<file path="src/sv/assert_macros.svh">
// Assertion helpers for the RTL.
`ifndef ASSERT_MACROS_SVH
`define ASSERT_MACROS_SVH

// Same-cycle implication, disabled while reset is asserted (active low).
`define GHBF_ASSERT_IMP(label, clk, rst_n, ante, cons, msg) \
  label: assert property (@(posedge clk) disable iff (!(rst_n)) (ante) |-> (cons)) \
    else $error(msg);

// Next-cycle implication, disabled while reset is asserted (active low).
`define GHBF_ASSERT_NXT(label, clk, rst_n, ante, cons, msg) \
  label: assert property (@(posedge clk) disable iff (!(rst_n)) (ante) |=> (cons)) \
    else $error(msg);

`endif

</file>
<file path="src/sv/ghbf_pkg.sv">
`default_nettype none

package ghbf_pkg;

  // Field and register widths
  localparam int unsigned COORD_BITS  = 24;
  localparam int unsigned CELL_SIZE_W = 16;
  localparam int unsigned GRID_DIM_W  = 7;
  localparam int unsigned HEIGHT_W    = 24;
  localparam int unsigned CFG_DATA_W  = 24;
  localparam int unsigned CFG_INDEX_W = 3;

  // Default grid store dimensions
  localparam int unsigned DEF_MAX_COLUMNS = 64;
  localparam int unsigned DEF_MAX_ROWS    = 64;

  // Register reset values
  localparam logic [CELL_SIZE_W-1:0] RST_CELL_SIZE_X = CELL_SIZE_W'(20480);
  localparam logic [CELL_SIZE_W-1:0] RST_CELL_SIZE_Y = CELL_SIZE_W'(20480);
  localparam logic [GRID_DIM_W-1:0]  RST_GRID_COLUMNS = GRID_DIM_W'(64);
  localparam logic [GRID_DIM_W-1:0]  RST_GRID_ROWS    = GRID_DIM_W'(64);
  localparam logic [HEIGHT_W-1:0]    RST_MIN_HEIGHT   = '0;
  localparam logic [HEIGHT_W-1:0]    RST_MAX_HEIGHT   = '1;

  // Operation codes
  localparam logic OP_GROUND   = 1'b0;
  localparam logic OP_CLASSIFY = 1'b1;

  // Configuration register indexes
  typedef enum logic [CFG_INDEX_W-1:0] {
    CFG_CELL_SIZE_X   = 3'd0,
    CFG_CELL_SIZE_Y   = 3'd1,
    CFG_GRID_COLUMNS  = 3'd2,
    CFG_GRID_ROWS     = 3'd3,
    CFG_MIN_HEIGHT    = 3'd4,
    CFG_MAX_HEIGHT    = 3'd5
  } cfg_index_t;

endpackage

`default_nettype wire

</file>
<file path="src/sv/ghbf_divider.sv">
`default_nettype none

// Restoring divider, one quotient bit per cycle.
module ghbf_divider #(
  parameter int unsigned DIVIDEND_W = ghbf_pkg::COORD_BITS,
  parameter int unsigned DIVISOR_W  = ghbf_pkg::CELL_SIZE_W
) (
  input  wire logic                  clk,
  input  wire logic                  rst_n,
  input  wire logic                  start,
  input  wire logic [DIVIDEND_W-1:0] dividend,
  input  wire logic [DIVISOR_W-1:0]  divisor,
  output logic                       busy,
  output logic [DIVIDEND_W-1:0]      quotient
);

  localparam int unsigned CNT_W = $clog2(DIVIDEND_W + 1);

  logic                  run_r;
  logic [CNT_W-1:0]      cnt_r;
  logic [DIVISOR_W-1:0]  rem_r;
  logic [DIVIDEND_W-1:0] quo_r;
  logic [DIVISOR_W-1:0]  div_r;
  logic [DIVISOR_W:0]    trial;
  logic                  fits;

  // Shift in the next dividend bit and try the subtraction
  assign trial = {rem_r, quo_r[DIVIDEND_W-1]};
  assign fits  = (trial >= {1'b0, div_r});

  // Control
  always_ff @(posedge clk) begin
    if (!rst_n) begin
      run_r <= 1'b0;
      cnt_r <= '0;
    end else if (start) begin
      run_r <= 1'b1;
      cnt_r <= CNT_W'(DIVIDEND_W);
    end else if (run_r) begin
      run_r <= (cnt_r != CNT_W'(1));
      cnt_r <= cnt_r - CNT_W'(1);
    end
  end

  // Datapath: quo_r holds the remaining dividend bits and the growing quotient
  always_ff @(posedge clk) begin
    if (start) begin
      rem_r <= '0;
      quo_r <= dividend;
      div_r <= divisor;
    end else if (run_r) begin
      if (fits) begin
        rem_r <= DIVISOR_W'(trial - {1'b0, div_r});
      end else begin
        rem_r <= trial[DIVISOR_W-1:0];
      end
      quo_r <= {quo_r[DIVIDEND_W-2:0], fits};
    end
  end

  assign busy     = run_r;
  assign quotient = quo_r;

endmodule

`default_nettype wire

</file>
<file path="config.mk">
export PLATFORM = sky130hd
export DESIGN_NAME = ghbf_divider
export DESIGN_NICKNAME = d
export VERILOG_FILES = /design/src/sv/assert_macros.svh /design/src/sv/ghbf_pkg.sv /design/src/sv/ghbf_divider.sv
export SDC_FILE = /design/constraint.sdc
export NUM_CORES = 1
export LEC_CHECK = 0
export ABC_AREA = 1
export ABC_CLOCK_PERIOD_IN_PS = 2000
export BUFFER_PORTS_ARGS = -buffer_cell sky130_fd_sc_hd__buf_2
export CAP_MARGIN = 30
export CORE_ASPECT_RATIO = 1.1
export CORE_UTILIZATION = 30
export CTS_CLUSTER_SIZE = 25
export DETAILED_ROUTE_END_ITERATION = 6
export HOLD_SLACK_MARGIN = 0.12
export PLACE_DENSITY = 0.54
export RECOVER_POWER = 100
export SLEW_MARGIN = 20
export SYNTH_ARGS = -nofsm -noshare
export SYNTH_HDL_FRONTEND = slang
export SYNTH_SLANG_ARGS = --single-unit
export TNS_END_PERCENT = 5
</file>
<file path="constraint.sdc">
create_clock -name clk -period 2 [get_ports clk]
set_input_delay 0.2 -clock clk [delete_from_list [all_inputs] [get_ports clk]]
set_output_delay 0.2 -clock clk [all_outputs]
set_load 0.03 [all_outputs]
</file>
==> results.md <==
* First-pass GRT wire length at between 15 and 20 mm
* CTS tree: built
* Ys async rst share at 0%
* Root Driver: clkbuf_16
* Synthesized flop and latch total at 62
* Initial antenna violation count at 0
* Die H at 117 µm
* Hold/Removal Path Class: in -> reg
* CTS max path bufs at 2
* Cell Chain, Critical Path: inv_1 > ha_1 > fa_2 > nor2_2 > nor2_2 > o21ai_2 > nand2_2 > nand3_1 > nand3_2 > nand2_1 > nand2_1
* CP arrival at 2.13 ns
* Setup TNS at 0 ns
* Initial Utilization at 31.2%
* FF-to-FF End: rem_r[14]
* Worst setup margin at 0.102 ns
* Crit-path leading delay family: adder cells
* Post-Syn Nets at 540
* Clock latency on the worst-skew pair at 0.34 ns
* CP Launch Point: quotient[23]
* Max frequency at 0.527 GHz
* Ant diodes at 0
* Rows at 41
* Slowest cell on crit path: fa_2
* FF-to-FF Start: quotient[23]
* Crit path time final at 1.90 ns
* Maximum VDD drop at 0.780 mV
* Nets at 655
* Final Cycle Share at 94.9%
* GRT Overall Usage at approximately 16%
* Post-route non-filler standard cell count at 748
* CP endpoint: rem_r[14]
* Final hold vios at 0
* Pre-CTS WS at -0.0759 ns
* Power per cell area at between 700 and 800 nW/µm²
* Slowest cell delay on critical path at 0.38 ns
* Final Setup Violations at 0
* Crit path required time at 2.23 ns
* Commonest non-fill, non-tap cell in the layout: nand2_1
* DR vias at ~3300
* H-tree depth at 3
* HPWL after detailed placement at around 6.6 mm
* Layout cells sized above 1 at 16.6%
* Outcome: completed
* Routed Antenna Nets at 0
* Die area at 12500 µm²
* Num ports at a little under 70
* FILL cells at around 1200
* Worst R2R Setup Slack at slightly above 0.1 ns
* Die W at 107 µm
* EDFF count, synth at 40
* Seq/Total Area, Yosys at 45.2%
* Max_slew headroom at ~45%
* Post-synthesis area per instance at 7.59 µm²
* Synth Instances at 478
* Largest net degree at the start of global routing at 34
* CP startpoint kind: flip-flop
* Final WL at 9.08 mm
* Predominant post-synthesis flop cell: edfxtp_1
* Wirelength per Cell at 12.1 µm
* Synth warn at 0
* Grt ovf at 0
* Buffers & Inverters on Critical Path at 1
* PnR Total Power at 3.67 mW
* Hold slack at 0.133 ns
* WP depth at 11
* Worst-path maximum fanout at 4
* Clock sinks at just over 60
* Slew @ Worst Pin at a little over 0.8 ns
* Drt first pass iters at 4
* DR iter-0 viols at 178
* Placed cells at 697
* Worst-path clk slew at 0.06 ns
* Post-route DRC violation count at 0
* Commonest non-fill, non-tap cells in the layout: nand2_1, inv_1, edfxtp_1, buf_2, nand3_1
* Netlist cell types at 33
* Mapped Area at 3630 µm²
* Critical path class: reg -> reg
* Worst R2R Path Depth at 11
* Core area at 11600 µm²
* Vias in the first global route at approximately 3300
* Crit. End Element: flip-flop
* Clk_skew at 0.00804 ns
* Leak at 2.43 nW
* Via-per-instance ratio at 4.43
* Fin. max-slew vios at 0
* Cts bufs inserted at 9
* Gpl congestion at 0.883
* Port Buffers at 67
* RSZ-0062 raised after global routing: true
* Max Cap Viol at 0
* Area Overhead vs Synth at 34.9%
## Yosys cell counts (2+ instances only)
cell | instances | share of area [%]
nand2_1 | 192 | 20
inv_1 | 74 | 7.7
edfxtp_1 | 40 | 33
nand3_1 | 38 | 5.2
dfxtp_1 | 22 | 12
nor2_1 | 21 | 2.2
ha_1 | 18 | 6.2
a21oi_1 | 9 | 1.2
nand3b_1 | 7 | 1.4
o21ai_0 | 7 | 0.97
nand4_1 | 6 | 1.0
nor3_1 | 4 | 0.55
xnor2_1 | 4 | 0.97
a31oi_1 | 3 | 0.52
buf_2 | 3 | 0.41
clkbuf_1 | 3 | 0.31
nand3_2 | 3 | 0.83
xor2_1 | 3 | 0.72
buf_1 | 2 | 0.21
buf_4 | 2 | 0.41
inv_2 | 2 | 0.21
nand2_4 | 2 | 0.62
nor2_2 | 2 | 0.34
o31ai_1 | 2 | 0.41
## worst reg2reg max path: stages, from the launching register on
cell and delay (ns):
edfxtp_1 0.35, inv_1 0.07, ha_1 0.23, fa_2 0.38, nor2_2 0.14, nor2_2 0.08
o21ai_2 0.18, nand2_2 0.09, nand3_1 0.11, nand3_2 0.07, nand2_1 0.06, nand2_1 0.04
## cell families after synthesis
logic type | Yosys count | synth area share (%)
and+or+nand+nor | 276 | 32.4
buffers and inverters | 87 | 9.52
DFF | 62 | 45.2
AOI/OAI and AO/OA | 27 | 4.38
adders and majority gates | 19 | 6.76
xor gates and xnor gates | 7 | 1.69
## state kept, by name (all words and copies together), names as in the netlist
signal and count:
busy 1, cnt_r 5, div_r 16, quotient 24, rem_r 16
## where the power goes
group,internal [mW],leakage [nW],total (mW),switching [mW]
sequential,1.47,0.582,1.51,0.0423
clock,1.00,0.144,1.56,0.555
combinational,0.218,1.71,0.597,0.379
total,2.69,2.43,3.67,0.976
## layer usage
layer | GRT usage (%) | vias to the layer above | share of wire [%]
met4 | 6.68 | 0 | 2.5
li1 | - | 1749 | -
met5 | 0 | - | 0
met2 | 25.1 | 79 | 46
met3 | 5.45 | 14 | 5.7
met1 | 19.5 | 1472 | 45
## worst min-delay path by stage
stage | from | cells after the start | to
after CTS | dividend[7] | 3 | quotient[7]
final | dividend[7] | 3 | quotient[7]
after detailed placement | divisor[1] | 1 | div_r[1]
after floorplan | divisor[0] | 0 | div_r[0]
after global routing | dividend[17] | 3 | quotient[17]
after global placement | divisor[9] | 1 | div_r[9]
## repair_timing
action,in CTS,in global routing
endpoints found under the hold margin,32,0
endpoints found under the setup margin,1,16
hold buffers,31,0
buffers inserted,2,2
pin swaps,2,6
gates resized for setup,2,20
## final cells by class
type | count | area (µm²) | share of cell area (%)
multi-input cells | 329 | 1720 | 35.1
inverters | 76 | 285 | 5.83
well taps | 150 | 188 | 3.83
flip-flops and latches | 62 | 1640 | 33.5
clock inverters | 3 | 43.8 | 0.895
clock buffers | 13 | 250 | 5.11
repair buffers | 115 | 766 | 15.6
## metrics by stage
stage / area [µm²] / util [%]
floorplan: 3630 / -
global placement: 4230 / 36.3
detailed placement: 4230 / 36.3
CTS: 4860 / 41.7
global route: 4890 / 42.0
finish: 4890 / 42.0
Note: power is estimated with default switching activity, not from simulation.
